## config.mk

```make
export PLATFORM = sky130hd
export DESIGN_NAME = mwsm_queue
export DESIGN_NICKNAME = d
export VERILOG_FILES = /design/src/hw/rtl/mwsm_pkg.sv /design/src/hw/rtl/mwsm_queue.sv
export SDC_FILE = /design/constraint.sdc
export NUM_CORES = 1
export LEC_CHECK = 0
export BUFFER_PORTS_ARGS = -buffer_cell sky130_fd_sc_hd__buf_4
export CORE_UTILIZATION = 52
export CTS_CLUSTER_SIZE = 8
export DETAILED_ROUTE_END_ITERATION = 12
export GPL_ROUTABILITY_DRIVEN = 1
export GPL_TIMING_DRIVEN = 0
export PLACE_DENSITY = 0.79
export SETUP_SLACK_MARGIN = 0.4
export SLEW_MARGIN = 20
export SYNTH_ARGS = -nofsm -noshare
export SYNTH_HDL_FRONTEND = slang
export SYNTH_SLANG_ARGS = --single-unit
```

## constraint.sdc

```tcl
create_clock -name clk_i -period 5 [get_ports clk_i]
set_input_delay 0.5 -clock clk_i [delete_from_list [all_inputs] [get_ports clk_i]]
set_output_delay 0.5 -clock clk_i [all_outputs]
set_load 0.02 [all_outputs]
```

## src/hw/rtl/mwsm_pkg.sv

```systemverilog
// Package for the mecanum wheel speed mixer: widths, register indexes,
// reset values, command clamp and the bundles passed between the parts.
// No dependencies.
`default_nettype none

package mwsm_pkg;

  localparam int unsigned RatioFracBits = 16;
  localparam int unsigned RatioWidth    = 24;
  localparam int unsigned LimitWidth    = 15;
  localparam int unsigned SpeedWidth    = 16;
  localparam int unsigned SumWidth      = 18;
  localparam int unsigned CfgIdxWidth   = 3;
  localparam int unsigned CfgDataWidth  = 24;
  localparam int unsigned NumWheels     = 4;
  localparam int unsigned DivSteps      = 15;
  localparam int unsigned DividendWidth = 31;

  localparam logic [CfgIdxWidth-1:0] CfgXLimit      = 3'd0;
  localparam logic [CfgIdxWidth-1:0] CfgYLimit      = 3'd1;
  localparam logic [CfgIdxWidth-1:0] CfgZLimit      = 3'd2;
  localparam logic [CfgIdxWidth-1:0] CfgRotateRatio = 3'd3;
  localparam logic [CfgIdxWidth-1:0] CfgRpmRatio    = 3'd4;
  localparam logic [CfgIdxWidth-1:0] CfgMaxRpm      = 3'd5;

  localparam logic [LimitWidth-1:0] XLimitReset      = 15'd3000;
  localparam logic [LimitWidth-1:0] YLimitReset      = 15'd3000;
  localparam logic [LimitWidth-1:0] ZLimitReset      = 15'd3000;
  localparam logic [RatioWidth-1:0] RotateRatioReset = 24'd327680;
  localparam logic [RatioWidth-1:0] RpmRatioReset    = 24'd131072;
  localparam logic [LimitWidth-1:0] MaxRpmReset      = 15'd8500;

  typedef struct packed {
    logic [LimitWidth-1:0] x_limit;
    logic [LimitWidth-1:0] y_limit;
    logic [LimitWidth-1:0] z_limit;
    logic [RatioWidth-1:0] rotate_ratio;
    logic [RatioWidth-1:0] rpm_ratio;
    logic [LimitWidth-1:0] max_rpm;
  } cfg_t;

  // wheel sums before the rpm multiply, order RF, LF, LR, RR
  typedef struct packed {
    logic [NumWheels-1:0][SumWidth-1:0] sum;
  } sums_t;

  typedef struct packed {
    logic                                    scale;
    logic [SpeedWidth-1:0]                   divisor;
    logic [NumWheels-1:0][DividendWidth-1:0] dividend;
    logic [NumWheels-1:0][SpeedWidth-1:0]    wheel;
  } div_in_t;

  function automatic logic [SpeedWidth-1:0] clamp_cmd(logic [SpeedWidth-1:0] v,
                                                       logic [LimitWidth-1:0] lim);
    logic signed [SpeedWidth:0] vs;
    logic signed [SpeedWidth:0] hi;
    logic signed [SpeedWidth:0] lo;
    logic signed [SpeedWidth:0] r;
    vs = $signed({v[SpeedWidth-1], v});
    hi = $signed({2'b00, lim});
    lo = -hi;
    if (vs > hi) r = hi;
    else if (vs < lo) r = lo;
    else r = vs;
    return r[SpeedWidth-1:0];
  endfunction

endpackage

`default_nettype wire

```

## src/hw/rtl/mwsm_queue.sv

```systemverilog
// Two-entry queue of wheel sums between the front and back parts.
// Depends on mwsm_pkg.
`default_nettype none

module mwsm_queue (
  input  wire              clk_i,
  input  wire              rst_ni,
  input  wire              push_i,
  input  mwsm_pkg::sums_t  data_i,
  output logic             full_o,
  input  wire              pop_i,
  output logic             valid_o,
  output mwsm_pkg::sums_t  data_o
);

  mwsm_pkg::sums_t mem_q [2];
  logic       wr_q, rd_q;
  logic [1:0] count_q;
  logic       do_pop;

  assign full_o  = count_q == 2'd2;
  assign valid_o = count_q != 2'd0;
  assign do_pop  = pop_i && valid_o;
  assign data_o  = mem_q[rd_q];

  always_ff @(posedge clk_i or negedge rst_ni) begin
    if (!rst_ni) begin
      wr_q    <= 1'b0;
      rd_q    <= 1'b0;
      count_q <= 2'd0;
    end else begin
      if (push_i) wr_q <= !wr_q;
      if (do_pop) rd_q <= !rd_q;
      unique case ({push_i, do_pop})
        2'b10:   count_q <= count_q + 2'd1;
        2'b01:   count_q <= count_q - 2'd1;
        default: count_q <= count_q;
      endcase
    end
  end

  always_ff @(posedge clk_i) begin
    if (push_i) mem_q[wr_q] <= data_i;
  end

endmodule

`default_nettype wire

```

==> out/qor.csv <==
stage,metric,value,unit
timing,fin_crit_sh,44.6,%
cts,insertion_delay,0.51,ns
grt,grtUsageMet2,29.1,%
synth,synthDominantCellAreaShare,75.3,%
grt,grt-busiest-layer,met2,
synth,syn_area_per_cell,23.8,um2
cells_and_area,nets,490,
cells_and_area,drive_gt1_share,61.3,%
grt,grt_pass1_wl,14400,um
critical_path,criticalPathCategory,reg -> out,
cts,cts_setup_buffers,0,
critical_path,critPathArrivalTime,1.73,ns
grt,grtUsageMet3,6.69,%
route,vias_per_cell,4.95,
route,antenna_left,0,
synth,synth_most_common_cell,edfxtp_1,
route,drtPass1Iterations,6,
synth,async_flop_share,2.70,%
grt,grt_usage,17.5,%
grt,grt_overflow,0,
timing,setup_ws,2.77,ns
critical_path,r2r_setup_slack,3.39,ns
die,io_pins,150,
synth,ys_seq_area_share,77.1,%
route,routed_wl,9480,um
cells_and_area,antenna_cells,0,
timing,tightestPinTransition,0.712,ns
synth,ys.flop_type,edfxtp_1,
cells_and_area,finalNonFillerCells,562,
synth,yosys.area.top_type,edfxtp_1,
synth,yosys.cell_types.count,15,
synth,netlist_area,5740,um2
timing,finalHoldViolCount,0,
timing,worst_clock_skew,0.00373,ns
critical_path,cp_max_fo,10,
die,core,10500,um2
timing,final-setup-viol-count,0,
critical_path,required,4.50,ns
synth,synth_nets,318,
cts,numCtsBuffers,17,
grt,gr-usage-met1,19.4,%
die,start_util,54.6,%
cts,htreeDepth,4,
die,die_area,11500,um2
timing,maxSlewViolCount,0,
cts,cts_buffer_depth,2,
route,drc,0,
cts,root_buffer,clkbuf_8,
cts,cts.sinks,148,
cells_and_area,nFillCells,629,
synth,synth-edff-count,144,
die,die_h,107,um
synth,ys_ff_latch,148,
route,drt_iter0_markers,100,
route,num_vias,2780,
die,die_w,107,um
timing,fin_tns_setup,0,ns
critical_path,cp-end-kind,primary output,
cts,clkTransAtPathRegs,0.06,ns
timing,finalCriticalPeriod,2.23,ns
cts,cts_tree,built,
synth,netlist_instances,241,
flow_run,max-cap-violations,0,
place,io_buffers,149,
grt,grt_max_degree,38,
place,gp_congestion,0.684,
timing,relSlewSlack,52.4,%
grt,grt_pass1_vias,2955,
run_status,run_status,finished clean,
power_and_ir_drop,irDropWorstVdd,0.000389,V
synth,synth_area_leaders,"edfxtp_1, mux2_4, buf_12, dfrtp_1, mux2_2",
power_and_ir_drop,p_leak,3.13,nW
synth,yosys_warnings,0,
route,wire_per_inst,16.9,um
grt,grt_antenna_before_repair,0,
place,dp_cells,529,
critical_path,start_kind,flip-flop,
timing,rsz0062_at_grt,no,
hold_path,hold_path_class,in -> reg,
place,dp_slack,3.14,ns
cells_and_area,syn2layout_area_growth,34.1,%
place,hpwlAfterDp,6340,um
die,std_cell_rows,37,
timing,max_freq,449,MHz
power_and_ir_drop,power-per-cell-area,615,nW/um2
synth,synth_common_cells,"edfxtp_1, mux2_4, buf_12, dfrtp_1",
[sequential cells by signal, indices dropped and copies added, names as in the netlist]
register and count:
rd_q 1, count_q 2, mem_q 144, wr_q 1
[per-layer routing]
| metal | wire length, um | vias to the layer above |
|---|---|---|
| li1 | - | 1298 |
| met1 | 3710 | 1347 |
| met2 | 4920 | 113 |
| met3 | 641 | 22 |
| met4 | 214 | 0 |
| met5 | 0 | - |
[cells by family (layout without fill, tap and decap cells)]
family,count (synthesis),count (layout),share of synthesized area [%]
buf+inv,9,194,2.70
simple gates,6,6,0.611
mux,72,72,18.6
xor+xnor,5,5,0.763
fa+ha+maj,1,1,0.218
flops,148,148,77.1
[worst max-delay path, stage by stage, from the launching register on]
cell,delay [ns]
dfrtp_1,0.34
buf_6,0.22
buf_12,0.18
mux2_4,0.31
buf_4,0.16
[per-stage QoR]
step / power (mW) / hold slack, ns / util (%) / cell area (um2)
2_1_floorplan: 2.94 / 0.204 / - / 5740
3_3_place_gp: 3.49 / 0.297 / 66.9 / 7030
3_5_place_dp: 3.52 / 0.299 / 67.6 / 7100
4_1_cts: 4.78 / 0.140 / 73.2 / 7700
5_1_grt: 4.91 / 0.132 / 73.2 / 7700
6_report: 4.73 / 0.168 / 73.2 / 7700
[placed cells by master (no fill, tap or decap), drive strengths merged]
cell type | synthesis | routed
buf | 8 | 160
edfxtp | 144 | 144
mux2 | 72 | 72
clkbuf | 0 | 21
clkinv | 0 | 6
bufinv | 0 | 4
dfrtp | 4 | 4
xor2 | 3 | 3
and2 | 2 | 2
xnor2 | 2 | 2
nor2 | 2 | 2
or2 | 1 | 1
inv | 1 | 1
nor2b | 1 | 1
ha | 1 | 1
clkinvlp | 0 | 1
dlygate4sd3 | 0 | 1
[worst paths after layout]
kind / from / endpoint / depth (start not counted)
setup / recovery: rd_q / data_o[5] / 4
hold / removal: data_i[49] / mem_q[0][49] / 1
setup reg to reg: wr_q / mem_q[0][56] / 2
hold reg to reg: count_q[1] / count_q[1] / 1
max in group asynchronous: rst_ni / count_q[1] / 2
min in group asynchronous: rst_ni / count_q[0] / 2
[final cells by class]
type | instances | area, um2 | area share (%)
clock inverter | 11 | 159 | 2.06
clock buffer | 21 | 429 | 5.58
multi-input combinational | 84 | 1170 | 15.2
buffer | 8 | 151 | 1.97
inverter | 1 | 3.75 | 0.0488
timing repair buffer | 153 | 1190 | 15.4
tap | 136 | 170 | 2.21
sequential | 148 | 4420 | 57.5
[power breakdown]
group          internal [mW]  switching [mW]  total [mW]  leakage [nW]
logic                  0.916           0.850        1.77          1.44
clock network          0.804           0.446        1.25         0.285
registers               1.65          0.0685        1.72          1.40
total                   3.37            1.36        4.73          3.13
[what timing repair did]
item | in CTS | in global routing
resized for setup | 0 | 0
hold buffers | 1 | 0
hold endpoints to repair | 4 | 0
Note: power is estimated with default switching activity, not from simulation.
