===== src/hw/rtl/mwsm_pkg.sv =====
// Package for the mecanum wheel speed mixer: widths, register indexes,
// reset values, command clamp and the bundles passed between the parts.
// No dependencies.
`default_nettype none

package mwsm_pkg;

  localparam int unsigned RatioFracBits = 16;
  localparam int unsigned RatioWidth    = 24;
  localparam int unsigned LimitWidth    = 15;
  localparam int unsigned SpeedWidth    = 16;
  localparam int unsigned SumWidth      = 18;
  localparam int unsigned CfgIdxWidth   = 3;
  localparam int unsigned CfgDataWidth  = 24;
  localparam int unsigned NumWheels     = 4;
  localparam int unsigned DivSteps      = 15;
  localparam int unsigned DividendWidth = 31;

  localparam logic [CfgIdxWidth-1:0] CfgXLimit      = 3'd0;
  localparam logic [CfgIdxWidth-1:0] CfgYLimit      = 3'd1;
  localparam logic [CfgIdxWidth-1:0] CfgZLimit      = 3'd2;
  localparam logic [CfgIdxWidth-1:0] CfgRotateRatio = 3'd3;
  localparam logic [CfgIdxWidth-1:0] CfgRpmRatio    = 3'd4;
  localparam logic [CfgIdxWidth-1:0] CfgMaxRpm      = 3'd5;

  localparam logic [LimitWidth-1:0] XLimitReset      = 15'd3000;
  localparam logic [LimitWidth-1:0] YLimitReset      = 15'd3000;
  localparam logic [LimitWidth-1:0] ZLimitReset      = 15'd3000;
  localparam logic [RatioWidth-1:0] RotateRatioReset = 24'd327680;
  localparam logic [RatioWidth-1:0] RpmRatioReset    = 24'd131072;
  localparam logic [LimitWidth-1:0] MaxRpmReset      = 15'd8500;

  typedef struct packed {
    logic [LimitWidth-1:0] x_limit;
    logic [LimitWidth-1:0] y_limit;
    logic [LimitWidth-1:0] z_limit;
    logic [RatioWidth-1:0] rotate_ratio;
    logic [RatioWidth-1:0] rpm_ratio;
    logic [LimitWidth-1:0] max_rpm;
  } cfg_t;

  // wheel sums before the rpm multiply, order RF, LF, LR, RR
  typedef struct packed {
    logic [NumWheels-1:0][SumWidth-1:0] sum;
  } sums_t;

  typedef struct packed {
    logic                                    scale;
    logic [SpeedWidth-1:0]                   divisor;
    logic [NumWheels-1:0][DividendWidth-1:0] dividend;
    logic [NumWheels-1:0][SpeedWidth-1:0]    wheel;
  } div_in_t;

  function automatic logic [SpeedWidth-1:0] clamp_cmd(logic [SpeedWidth-1:0] v,
                                                       logic [LimitWidth-1:0] lim);
    logic signed [SpeedWidth:0] vs;
    logic signed [SpeedWidth:0] hi;
    logic signed [SpeedWidth:0] lo;
    logic signed [SpeedWidth:0] r;
    vs = $signed({v[SpeedWidth-1], v});
    hi = $signed({2'b00, lim});
    lo = -hi;
    if (vs > hi) r = hi;
    else if (vs < lo) r = lo;
    else r = vs;
    return r[SpeedWidth-1:0];
  endfunction

endpackage

`default_nettype wire


===== src/hw/rtl/mwsm_front.sv =====
// Front part: takes command beats, clamps them, forms the saturated
// rotation term and the four wheel sums. Depends on mwsm_pkg.
`default_nettype none

module mwsm_front #(
  parameter int unsigned RATIO_FRAC_BITS = mwsm_pkg::RatioFracBits
) (
  input  wire                              clk_i,
  input  wire                              rst_ni,
  input  mwsm_pkg::cfg_t                   cfg_i,
  input  wire                              in_valid_i,
  output logic                             in_ready_o,
  input  wire [mwsm_pkg::SpeedWidth-1:0]   speed_x_i,
  input  wire [mwsm_pkg::SpeedWidth-1:0]   speed_y_i,
  input  wire [mwsm_pkg::SpeedWidth-1:0]   speed_turn_i,
  output logic                             push_o,
  input  wire                              full_i,
  output mwsm_pkg::sums_t                  entry_o
);

  localparam int unsigned TProdWidth = mwsm_pkg::LimitWidth + mwsm_pkg::RatioWidth;
  localparam int unsigned SW = mwsm_pkg::SpeedWidth;
  localparam int unsigned SumW = mwsm_pkg::SumWidth;

  logic          v0_q, v1_q;
  logic          en0, en1;
  logic [SW-1:0] vx0_q, vy0_q, vw0_q;
  logic [SW-1:0] vx1_q, vy1_q;
  logic          tneg_q;
  logic [TProdWidth-1:0] tprod_q;

  logic [SW-1:0]         vw_abs;
  logic [TProdWidth-1:0] tsh;
  logic [SW-1:0]         tmag;
  logic signed [SumW-1:0] x18, y18, t18;

  assign en1        = !v1_q || !full_i;
  assign en0        = !v0_q || en1;
  assign in_ready_o = en0;
  assign push_o     = v1_q && !full_i;

  always_ff @(posedge clk_i or negedge rst_ni) begin
    if (!rst_ni) begin
      v0_q <= 1'b0;
      v1_q <= 1'b0;
    end else begin
      if (en0) v0_q <= in_valid_i;
      if (en1) v1_q <= v0_q;
    end
  end

  assign vw_abs = vw0_q[SW-1] ? SW'(-vw0_q) : vw0_q;

  always_ff @(posedge clk_i) begin
    if (en0 && in_valid_i) begin
      vx0_q <= mwsm_pkg::clamp_cmd(speed_x_i, cfg_i.x_limit);
      vy0_q <= mwsm_pkg::clamp_cmd(speed_y_i, cfg_i.y_limit);
      vw0_q <= mwsm_pkg::clamp_cmd(speed_turn_i, cfg_i.z_limit);
    end
    if (en1 && v0_q) begin
      vx1_q   <= vx0_q;
      vy1_q   <= vy0_q;
      tneg_q  <= vw0_q[SW-1];
      // clamped magnitude never exceeds 32767
      tprod_q <= TProdWidth'(vw_abs[mwsm_pkg::LimitWidth-1:0]) *
                 TProdWidth'(cfg_i.rotate_ratio);
    end
  end

  // truncate toward zero, saturate to the 16 bit range
  always_comb begin
    tsh = tprod_q >> RATIO_FRAC_BITS;
    if (tneg_q) begin
      tmag = (tsh > TProdWidth'(32768)) ? 16'h8000 : tsh[SW-1:0];
    end else begin
      tmag = (tsh > TProdWidth'(32767)) ? 16'h7fff : tsh[SW-1:0];
    end
    t18 = tneg_q ? -$signed({2'b00, tmag}) : $signed({2'b00, tmag});
    x18 = $signed({{2{vx1_q[SW-1]}}, vx1_q});
    y18 = $signed({{2{vy1_q[SW-1]}}, vy1_q});
    entry_o.sum[0] = SumW'(-x18 + y18 + t18);
    entry_o.sum[1] = SumW'(-x18 - y18 + t18);
    entry_o.sum[2] = SumW'(x18 - y18 + t18);
    entry_o.sum[3] = SumW'(x18 + y18 + t18);
  end

endmodule

`default_nettype wire


===== config.mk =====
export PLATFORM = sky130hd
export DESIGN_NAME = mwsm_front
export DESIGN_NICKNAME = d
export VERILOG_FILES = /design/src/hw/rtl/mwsm_pkg.sv /design/src/hw/rtl/mwsm_front.sv
export SDC_FILE = /design/constraint.sdc
export NUM_CORES = 1
export LEC_CHECK = 0
export BUFFER_PORTS_ARGS = -buffer_cell sky130_fd_sc_hd__buf_4
export CORE_MARGIN = 5
export CORE_UTILIZATION = 28
export CTS_CLUSTER_DIAMETER = 200
export DETAILED_ROUTE_END_ITERATION = 8
export PLACE_DENSITY = 0.4
export SETUP_SLACK_MARGIN = 0.02
export SYNTH_ARGS = -nofsm -noshare
export SYNTH_HDL_FRONTEND = slang
export SYNTH_SLANG_ARGS = --single-unit

===== constraint.sdc =====
create_clock -name clk_i -period 19.89 [get_ports clk_i]
set_input_delay 3.978 -clock clk_i [delete_from_list [all_inputs] [get_ports clk_i]]
set_output_delay 3.978 -clock clk_i [all_outputs]
set_load 0.005 [all_outputs]

==> metrics.csv <==
stage;metric;value;unit
route;Starting DRT DRC Count;862;
sta;Worst-Margin Slew;1.10;ns
die;Ports;234;
layout;Filler cells;8884;
route;DR vias;18393;
worst_hold_path;Hold Path Cell Cnt;0;
sta;FMAX;79.8;MHz
cts;CTS tree;done;
critical_path;reg2reg path depth;26;
route;vias per cell;4.68;
yosys;largest area contributor in the netlist;fa_1;
critical_path;Top cell by count, worst path;a21oi_1;
layout;utilization after layout;0.321;
sta;Final Hold Viols;0;
cts;# resized after CTS;0;
route;DR WL/cell;17.5;um
sta;worst hold margin;0.412;ns
route;final antenna-violating net count;0;
yosys;area share of the largest cell type after synthesis;0.298;
yosys;flops & latches, synth;106;
cts;setup fix buffers added after clock tree synthesis;0;
die;Horiz. Die Dim;301;um
critical_path;critical path data required time;15.91;ns
sta;clk_skew;0.0161;ns
cts;CTS root buffer;clkbuf_16;
sta;Slew Limit Fails;0;
sta;min Tclk post-route;12.53;ns
die;die area;90500;um^2
route;TritonRoute pass-1 iters;5;
yosys;Primary FF master, synth;edfxtp_1;
grt;initial antenna violation count;4;
cts;clk sink count;106;
critical_path;startpoint types;flip-flop;
yosys;Net Count, Synth;3421;
yosys;most numerous cell in the Yosys netlist;inv_1;
critical_path;CP Cell Sequence;or3_1, or3_1, nor2_2, nand2_1, a21oi_1, nand2_1, a21oi_1, inv_1, ha_1, nor3b_1, a21oi_1, o22ai_1, fa_1, ha_1, a21oi_1, o21ai_0, o31ai_1, o21ai_0, nor2b_1, nor3_1, a2111oi_1, a21oi_1, xnor2_1, buf_4;
cts;CTS Buf Count;9;
cts;Worst-path clk slew;0.08;ns
sta;setup TNS;0;ns
yosys;Post-synth top cells;inv_1, fa_1, nand2_1;
sta;Final period util;0.630;
sta;relative slew slack;0.255;
die;core box area;83800;um^2
die;effective utilization at floorplan;0.283;
route;# DRC;0;
placement;hpwl dp;56.5;mm
status;status;completed;
critical_path;Buf/Inv on CP;2;
cts;Max clock buf depth;2;
yosys;syn avg cell area;8.96;um^2
yosys;Seq/Total Area, Yosys;0.134;
critical_path;slowest library cell on the worst path;a21oi_1;
critical_path;critical path's largest stage delay;0.89;ns
cts;clock latency on the worst-skew pair;0.38;ns
yosys;synthesized area;23700;um^2
grt;vias in the first global route;19919;
critical_path;CP Max Fanout;13;
critical_path;Worst path top cell family by delay;compound AO/OA/AOI/OAI gates;
worst_hold_path;Hold WC Path Type;flip-flop to flip-flop;
layout;fraction of layout cells with a size suffix above 1;0.0982;
critical_path;cell count along the critical path;24;
yosys;Netlist cell types;74;
sta;RSZ-0062 raised after global routing;false;
layout;post-layout net count;3563;
grt;first-pass GRT wire length;111;mm
grt;total track usage;0.154;
job;total of max-cap violations;0;
yosys;synthesized instance count;2643;
yosys;synth top area cells;fa_1, ha_1, edfxtp_1, inv_1, xnor2_1;
grt;Remaining Overflow, GRT;0;
critical_path;CP endpoint kind;primary output;
yosys;Post-synth EDFFs;104;
layout;Synth-to-Final Area Change;13.5;%
placement;RePlAce Congestion;0.846;
critical_path;critical setup path kind;flip-flop to primary output;
yosys;number of synthesis warnings;0;
sta;Finish-stage setup viols;0;
cts;CTS Hold Buffers Added;0;
route;final WL;68.8;mm
cts;H-tree Lvls;3;
grt;largest net degree at the start of global routing;57;
critical_path;crit path DAT;8.55;ns
die;FP Rows;106;
placement;IO buf count;194;
yosys;fraction of registers with async set/reset;0.0189;
die;die height;301;um
==> layout by cell type, fill, tap and decap left out, types with 18 or more instances in the layout <==
cell type and count:
a21o_1 30, a21oi_1 103, a31oi_1 18, and2_1 123
buf_4 216, edfxtp_1 104, fa_1 352, ha_1 266
inv_1 507, mux2i_1 32, nand2_1 271, nand3_1 40
nand4_1 23, nor2_1 113, nor2b_1 70, nor3_1 34
o21a_1 33, o21ai_0 77, o22ai_1 23, or3_1 22
xnor2_1 119, xor2_1 20
==> sequential cells by signal, indices dropped and copies added (netlist names) <==
register and count:
tneg_q 1, tprod_q 23, v0_q 1, v1_q 1, vw0_q 16, vx0_q 16
vx1_q 16, vy0_q 16, vy1_q 16
==> worst reg2reg max path: cells and delay by family (launching register included) <==
family / cells / cell delay [ns]
XOR/XNOR: 2 / 0.25
AND/OR/NAND/NOR: 5 / 1.52
adder cells (fa/ha/maj): 7 / 3.44
buffers and inverters: 5 / 0.77
flip-flops: 1 / 0.36
AO/OA/AOI/OAI: 7 / 2.15
==> per-layer routing <==
metal,GRT usage,routed length [um],up-vias,part of all wire
met5,0,11,-,0.00016
met4,0.0272,895,2,0.013
met3,0.0162,2540,49,0.037
met2,0.267,33600,313,0.49
met1,0.212,31800,9233,0.46
li1,-,-,8796,-
==> cell families (layout without fill, tap and decap cells) <==
family,after synthesis,in the layout,share of synthesized area
multiplexers,35,35,0.0149
AND/OR/NAND/NOR,757,757,0.159
buffers and inverters,594,741,0.0950
other,0,3,0
XOR/XNOR,146,146,0.0540
flip-flops,106,106,0.134
AO/OA/AOI/OAI,387,387,0.105
adder cells (fa/ha/maj),618,618,0.438
==> final cells by class <==
cell class                      instances  area (um^2)  share of cell area
Inverter                              509         1910              0.0711
Tap cell                             1134         1420              0.0528
Clock buffer                           10          229             0.00852
Antenna cell                            3         7.51            0.000279
Clock inverter                          6         83.8             0.00312
Timing Repair Buffer                  216         1620              0.0603
Multi-Input combinational cell       1943        18400               0.686
Sequential cell                       106         3170               0.118
==> metrics by stage <==
step | cells | worst slack [ns] | instance area, um^2
floorplan | 2643 | 9.85 | 23700
global placement | 3908 | 7.74 | 26600
detailed placement | 3908 | 7.61 | 26600
CTS | 3924 | 7.18 | 26900
global route | 3925 | 6.76 | 26900
finish | 3927 | 7.36 | 26900
==> final timing paths <==
kind	start	end	slack, ns
max	tprod_q[21]$_DFFE_PP_	entry_o[53]	7.36
min	vy0_q[15]$_SDFFCE_PP0P_	vy1_q[15]$_DFFE_PP_	0.41
max reg2reg	vw0_q[0]$_DFFE_PP_	tprod_q[37]$_DFFE_PP_	11.16
min reg2reg	vy0_q[15]$_SDFFCE_PP0P_	vy1_q[15]$_DFFE_PP_	0.41
max in group asynchronous	rst_ni	v1_q$_DFFE_PN0P_	16.44
min in group asynchronous	rst_ni	v0_q$_DFFE_PN0N_	3.36
Power is not shown: default switching activity piles up to over one toggle a cycle in this logic, so the estimate is an artifact.
