==> config.mk <==
export PLATFORM = sky130hd
export DESIGN_NAME = mwsm_div
export DESIGN_NICKNAME = d
export VERILOG_FILES = /design/src/hw/rtl/mwsm_pkg.sv /design/src/hw/rtl/mwsm_div.sv
export SDC_FILE = /design/constraint.sdc
export NUM_CORES = 2
export LEC_CHECK = 0
export BUFFER_PORTS_ARGS = -buffer_cell sky130_fd_sc_hd__buf_2
export CORE_ASPECT_RATIO = 1.4
export CORE_MARGIN = 10
export CORE_UTILIZATION = 57
export CTS_CLUSTER_DIAMETER = 80
export DETAILED_ROUTE_END_ITERATION = 6
export GPL_TIMING_DRIVEN = 0
export PLACE_DENSITY_LB_ADDON = 0.15
export RECOVER_POWER = 25
export SYNTH_ARGS = -nofsm -noshare
export SYNTH_HDL_FRONTEND = slang
export SYNTH_SLANG_ARGS = --single-unit
==> constraint.sdc <==
create_clock -name clk_i -period 3.6 [get_ports clk_i]
set_input_delay 0.18 -clock clk_i [delete_from_list [all_inputs] [get_ports clk_i]]
set_output_delay 0.18 -clock clk_i [all_outputs]
set_load 0.05 [all_outputs]
==> src/hw/rtl/mwsm_pkg.sv <==
// Package for the mecanum wheel speed mixer: widths, register indexes,
// reset values, command clamp and the bundles passed between the parts.
// No dependencies.
`default_nettype none

package mwsm_pkg;

  localparam int unsigned RatioFracBits = 16;
  localparam int unsigned RatioWidth    = 24;
  localparam int unsigned LimitWidth    = 15;
  localparam int unsigned SpeedWidth    = 16;
  localparam int unsigned SumWidth      = 18;
  localparam int unsigned CfgIdxWidth   = 3;
  localparam int unsigned CfgDataWidth  = 24;
  localparam int unsigned NumWheels     = 4;
  localparam int unsigned DivSteps      = 15;
  localparam int unsigned DividendWidth = 31;

  localparam logic [CfgIdxWidth-1:0] CfgXLimit      = 3'd0;
  localparam logic [CfgIdxWidth-1:0] CfgYLimit      = 3'd1;
  localparam logic [CfgIdxWidth-1:0] CfgZLimit      = 3'd2;
  localparam logic [CfgIdxWidth-1:0] CfgRotateRatio = 3'd3;
  localparam logic [CfgIdxWidth-1:0] CfgRpmRatio    = 3'd4;
  localparam logic [CfgIdxWidth-1:0] CfgMaxRpm      = 3'd5;

  localparam logic [LimitWidth-1:0] XLimitReset      = 15'd3000;
  localparam logic [LimitWidth-1:0] YLimitReset      = 15'd3000;
  localparam logic [LimitWidth-1:0] ZLimitReset      = 15'd3000;
  localparam logic [RatioWidth-1:0] RotateRatioReset = 24'd327680;
  localparam logic [RatioWidth-1:0] RpmRatioReset    = 24'd131072;
  localparam logic [LimitWidth-1:0] MaxRpmReset      = 15'd8500;

  typedef struct packed {
    logic [LimitWidth-1:0] x_limit;
    logic [LimitWidth-1:0] y_limit;
    logic [LimitWidth-1:0] z_limit;
    logic [RatioWidth-1:0] rotate_ratio;
    logic [RatioWidth-1:0] rpm_ratio;
    logic [LimitWidth-1:0] max_rpm;
  } cfg_t;

  // wheel sums before the rpm multiply, order RF, LF, LR, RR
  typedef struct packed {
    logic [NumWheels-1:0][SumWidth-1:0] sum;
  } sums_t;

  typedef struct packed {
    logic                                    scale;
    logic [SpeedWidth-1:0]                   divisor;
    logic [NumWheels-1:0][DividendWidth-1:0] dividend;
    logic [NumWheels-1:0][SpeedWidth-1:0]    wheel;
  } div_in_t;

  function automatic logic [SpeedWidth-1:0] clamp_cmd(logic [SpeedWidth-1:0] v,
                                                       logic [LimitWidth-1:0] lim);
    logic signed [SpeedWidth:0] vs;
    logic signed [SpeedWidth:0] hi;
    logic signed [SpeedWidth:0] lo;
    logic signed [SpeedWidth:0] r;
    vs = $signed({v[SpeedWidth-1], v});
    hi = $signed({2'b00, lim});
    lo = -hi;
    if (vs > hi) r = hi;
    else if (vs < lo) r = lo;
    else r = vs;
    return r[SpeedWidth-1:0];
  endfunction

endpackage

`default_nettype wire

==> src/hw/rtl/mwsm_div.sv <==
// Pipelined restoring divider for the rescale, one quotient bit per stage
// in four lanes, plus the result register. Depends on mwsm_pkg.
`default_nettype none

module mwsm_div (
  input  wire                              clk_i,
  input  wire                              rst_ni,
  input  wire                              en_i,
  input  wire                              valid_i,
  input  mwsm_pkg::div_in_t                div_i,
  output logic                             out_valid_o,
  output logic [mwsm_pkg::NumWheels-1:0][mwsm_pkg::SpeedWidth-1:0] rpm_o
);

  localparam int unsigned NW = mwsm_pkg::NumWheels;
  localparam int unsigned SW = mwsm_pkg::SpeedWidth;
  localparam int unsigned NS = mwsm_pkg::DivSteps;

  logic [NS-1:0]                 v_q;
  logic [NS-1:0]                 scale_q;
  logic [NS-1:0][SW-1:0]         divisor_q;
  logic [NS-1:0][NW-1:0][SW-1:0] wheel_q;
  logic [NS-1:0][NW-1:0][SW-1:0] rem_q;
  logic [NS-1:0][NW-1:0][NS-1:0] sr_q;

  logic [NS-1:0][NW-1:0][SW-1:0] rem_in;
  logic [NS-1:0][NW-1:0][NS-1:0] sr_in;
  logic [NS-1:0][SW-1:0]         dvs_in;
  logic [NS-1:0][NW-1:0][SW-1:0] rem_nx;
  logic [NS-1:0][NW-1:0][NS-1:0] sr_nx;

  logic [NW-1:0][SW-1:0] res;

  always_comb begin
    for (int s = 0; s < NS; s++) begin
      for (int l = 0; l < NW; l++) begin
        if (s == 0) begin
          rem_in[s][l] = div_i.dividend[l][mwsm_pkg::DividendWidth-1:NS];
          sr_in[s][l]  = div_i.dividend[l][NS-1:0];
        end else begin
          rem_in[s][l] = rem_q[s-1][l];
          sr_in[s][l]  = sr_q[s-1][l];
        end
      end
      dvs_in[s] = (s == 0) ? div_i.divisor : divisor_q[s-1];
    end
  end

  // one restoring step per lane and stage; dividend bits shift out as
  // quotient bits shift in
  for (genvar s = 0; s < NS; s++) begin : g_stage
    for (genvar l = 0; l < NW; l++) begin : g_lane
      logic [SW:0] trial;
      logic        ge;
      assign trial = {rem_in[s][l], sr_in[s][l][NS-1]};
      assign ge    = trial >= {1'b0, dvs_in[s]};
      assign rem_nx[s][l] = ge ? SW'(trial - {1'b0, dvs_in[s]}) : trial[SW-1:0];
      assign sr_nx[s][l]  = {sr_in[s][l][NS-2:0], ge};
    end
  end

  always_ff @(posedge clk_i or negedge rst_ni) begin
    if (!rst_ni) begin
      v_q         <= '0;
      out_valid_o <= 1'b0;
    end else if (en_i) begin
      v_q         <= {v_q[NS-2:0], valid_i};
      out_valid_o <= v_q[NS-1];
    end
  end

  always_ff @(posedge clk_i) begin
    if (en_i) begin
      for (int s = 0; s < NS; s++) begin
        rem_q[s]     <= rem_nx[s];
        sr_q[s]      <= sr_nx[s];
        divisor_q[s] <= dvs_in[s];
        if (s == 0) begin
          scale_q[s] <= div_i.scale;
          wheel_q[s] <= div_i.wheel;
        end else begin
          scale_q[s] <= scale_q[s-1];
          wheel_q[s] <= wheel_q[s-1];
        end
      end
      rpm_o <= res;
    end
  end

  always_comb begin
    for (int l = 0; l < NW; l++) begin
      if (!scale_q[NS-1]) begin
        res[l] = wheel_q[NS-1][l];
      end else if (wheel_q[NS-1][l][SW-1]) begin
        res[l] = SW'(-{1'b0, sr_q[NS-1][l]});
      end else begin
        res[l] = {1'b0, sr_q[NS-1][l]};
      end
    end
  end

endmodule

`default_nettype wire

==> flow_summary.yaml <==
cts:
  clockBufferDepth: 4
  insertion_delay_ns: 0.92
  cts_tree: "built"
  clkTransAtPathRegs_ns: 0.07
  clock-root-buffer: "clkbuf_16"
  numCtsBuffers: 298
  htreeDepth: 5
  clock-sinks: 3075
sta:
  worst_slack_ns: -0.06667
  fin_crit_ns: 3.667
  tightest_slew_ns: 1.175
  finClkSkew_ns: 0.08778
  finalHoldViolCount: 0
  holdWs_ns: 0.03495
  maxSlewHeadroom_pct: 21.69
  fmax_ghz: 0.2727
  slew_violations: 0
  setup_viol: 17
  fin_crit_sh_pct: 101.9
  rsz0062_at_grt: "true"
finish:
  drive_gt1_share_pct: 14.99
  fin_nets: 12970
  fin_util_pct: 65.82
  final_area_sq_um: 168800
  stdcell_count: 15450
  syn2layout_area_growth_pct: 14.92
floorplanning:
  start_util_pct: 57.27
  die_x_um: 449.1
  pin_count: 274
  coreArea_sq_um: 256500
  rows: 220
  die_h_um: 620.7
  dieArea_sq_um: 278700
critical_path:
  startpoint: "divisor_q[145]"
  ff2ff_setup_slack_ns: -0.07
  path_max_fanout: 10
  cp.arrival_ns: 4.25
  cp-endpoint: "g_stage[11].g_lane[1].trial[12]"
  endpoint_kind: "flip-flop"
  path_class: "flip-flop to flip-flop"
  worstSetupStartpointType: "flip-flop"
  worstReg2RegEnd: "g_stage[11].g_lane[1].trial[12]"
  worstReg2RegStart: "divisor_q[145]"
  critPathRequiredTime_ns: 4.18
  reg2reg_depth: 14
global_routing:
  grt_pass1_vias: 95990
  track_usage_pct: 30.17
  globalRoute.totalOverflow: 0
  grt_max_degree: 186
  antenna_found_initial: 23
  grt_pass1_wl_um: 621200
synth:
  synth_cell_type_count: 97
  async_flop_share_pct: 0.5203
  syn_area_per_cell_sq_um: 13.78
  synth.net_count: 11890
  synthFlopType: "edfxtp_1"
  yosys_warnings: 0
  syn_area_sq_um: 146900
  syn-instance-count: 10660
  ys_ff_latch: 3075
  synth_enable_flop_cells: 3059
  ys_seq_area_share_pct: 62.80
drt:
  drt_wl_total_um: 434400
  vias: 93690
  wl_per_cell_um: 28.12
  viasPerCell: 6.065
  drt_iter0_drc: 7756
  postRouteAntennaNets: 0
  route.detailed.drc: 0
  firstDrtPassIters: 6
place:
  hpwl_um: 306100
  place.gp.congestion: 0.9456
  post_dp_cell_area_sq_um: 153100
  io_buffer_count: 273
  placed_cells: 14390
pwr:
  vdd_drop_max_v: 0.0006368
  p_leak_nw: 63.76
  power_density_nw_per_um2: 854.2
outcome:
  outcome: "finished with violations"
  violations: "setup timing"
worst_hold_path:
  hold_path_class: "input port to flip-flop"
job:
  cap_violations: 0
## timing repair
| action | 4_1_cts | 5_1_grt |
|---|---|---|
| hold endpoints to repair | 332 | 0 |
| gates resized for setup | 220 | 208 |
| pin swaps | 23 | 38 |
| setup endpoints to repair | 1341 | 1131 |
| hold buffers | 297 | 0 |
| setup buffers | 112 | 79 |
| gates cloned | 3 | 5 |
## cell usage after synthesis, types with 69 or more instances
cell type	n	share of area (%)
clkbuf_1	84	0.21
xor2_1	241	1.4
or3_1	74	0.32
a31oi_1	69	0.29
nor3_1	204	0.69
o21ai_0	536	1.8
inv_1	533	1.4
nand2b_1	119	0.51
a21oi_1	636	2.2
nor2_1	652	1.7
nand3_1	176	0.60
nand2_1	537	1.4
edfxtp_1	3059	63
mux2i_1	93	0.63
o31ai_1	72	0.37
o31a_1	84	0.50
a21o_1	199	1.0
xnor2_1	407	2.4
o21a_1	173	0.88
nor2b_1	169	0.72
mux2_2	481	3.7
nand4_1	108	0.46
ha_1	964	8.2
## worst min-delay path by stage
| stage | start | endpoint | slack (ns) | cells past startpoint |
|---|---|---|---|---|
| floorplan | rst_ni | out_valid_o | -0.12 | 0 |
| global placement | rst_ni | v_q[10] | 0.09 | 1 |
| detailed placement | rst_ni | v_q[10] | 0.10 | 1 |
| CTS | div_i[164] | sr_in[113] | 0.0003 | 2 |
| global route | div_i[126] | sr_in[91] | 0.01 | 2 |
| finish | div_i[126] | sr_in[91] | 0.03 | 2 |
## sequential cells by signal (all words and copies together) (netlist names)
| name | count |
|---|---|
| divisor_q | 224 |
| g_stage.g_lane.trial | 952 |
| sr_q | 60 |
| wheel_q | 960 |
| out_valid_o | 1 |
| sr_in | 784 |
| scale_q | 15 |
| v_q | 15 |
| rpm_o | 64 |
## report_power, final
| group | internal, mW | switching (mW) |
|---|---|---|
| logic | 25.2 | 32.5 |
| registers | 50.0 | 5.47 |
| clock network | 17.1 | 14.0 |
| total | 92.3 | 51.9 |
## per-layer routing
metal	track usage [%]	up-vias	wire, um
met2	57.00	3856	232400
met5	0	-	27
met3	3.548	1523	19100
met1	28.32	45320	134400
li1	-	42990	-
met4	27.15	4	48490
## stage by stage
step                      setup slack (ns)  total power, mW  setup TNS [ns]
after floorplan                     0.2363            91.84               0
final                             -0.06667            144.2         -0.6529
after detailed placement            -1.748            108.9        -1407.35
after CTS                         -0.02015            142.2        -0.02015
after global placement              -44.57            107.0               -
after global routing               -0.1278            151.2          -3.553
## cell type report
class / count / area [sq um]
multi-input combinational: 6913 / 52960
clock buffer: 347 / 7747
clock inverter: 173 / 1619
antenna: 46 / 115.1
fill: 17880 / 87700
timing repair buffer: 786 / 6778
sequential: 3075 / 92260
buffer: 132 / 827.0
tap: 3441 / 4305
inverter: 534 / 2241
## cell families (layout without fill, tap and decap cells)
logic type | Yosys count | after routing | synth area share, %
compound gates | 2289 | 2289 | 10.05
xor+xnor | 648 | 648 | 3.863
fa+ha+maj | 1020 | 1020 | 8.973
buf+inv | 671 | 1972 | 1.786
flops | 3075 | 3075 | 62.80
mux | 625 | 625 | 4.790
other cells | 0 | 46 | 0
simple gates | 2331 | 2331 | 7.740
## worst max-delay path, stage by stage (launching register included)
cell        delay, ns
edfxtp_1         0.46
clkinvlp_4       0.17
buf_6            0.15
buf_6            0.11
ha_4             0.20
nor2b_4          0.13
o31a_1           0.37
o21ai_2          0.21
nand2b_4         0.09
a311oi_4         0.26
a21oi_2          0.10
or4_4            0.52
buf_8            0.16
buf_12           0.15
mux2_4           0.30
## layout by cell type (no fill, tap or decap), drive strengths merged, types with 38 or more instances in the layout
cell,netlist,final
o21a,173,173
mux2,532,532
nand3,176,176
o31a,84,84
nand2,538,538
mux2i,93,93
edfxtp,3059,3059
dlygate4sd3,0,293
or2,39,39
ha,964,964
o21ai,571,571
a21o,199,199
and3,38,38
a211oi,58,58
or3,75,75
o31ai,74,74
clkinv,0,123
nor3,205,205
inv,534,486
clkinvlp,0,77
nor2b,169,169
fa,56,56
nand2b,120,120
a31oi,70,70
xor2,241,241
nand4,108,108
xnor2,407,407
diode,0,46
buf,53,505
a21oi,641,641
clkbuf,84,464
nor2,652,652
nor4,55,55
a21boi,45,45
o21bai,44,44
Note: power is estimated with default switching activity, not from simulation.
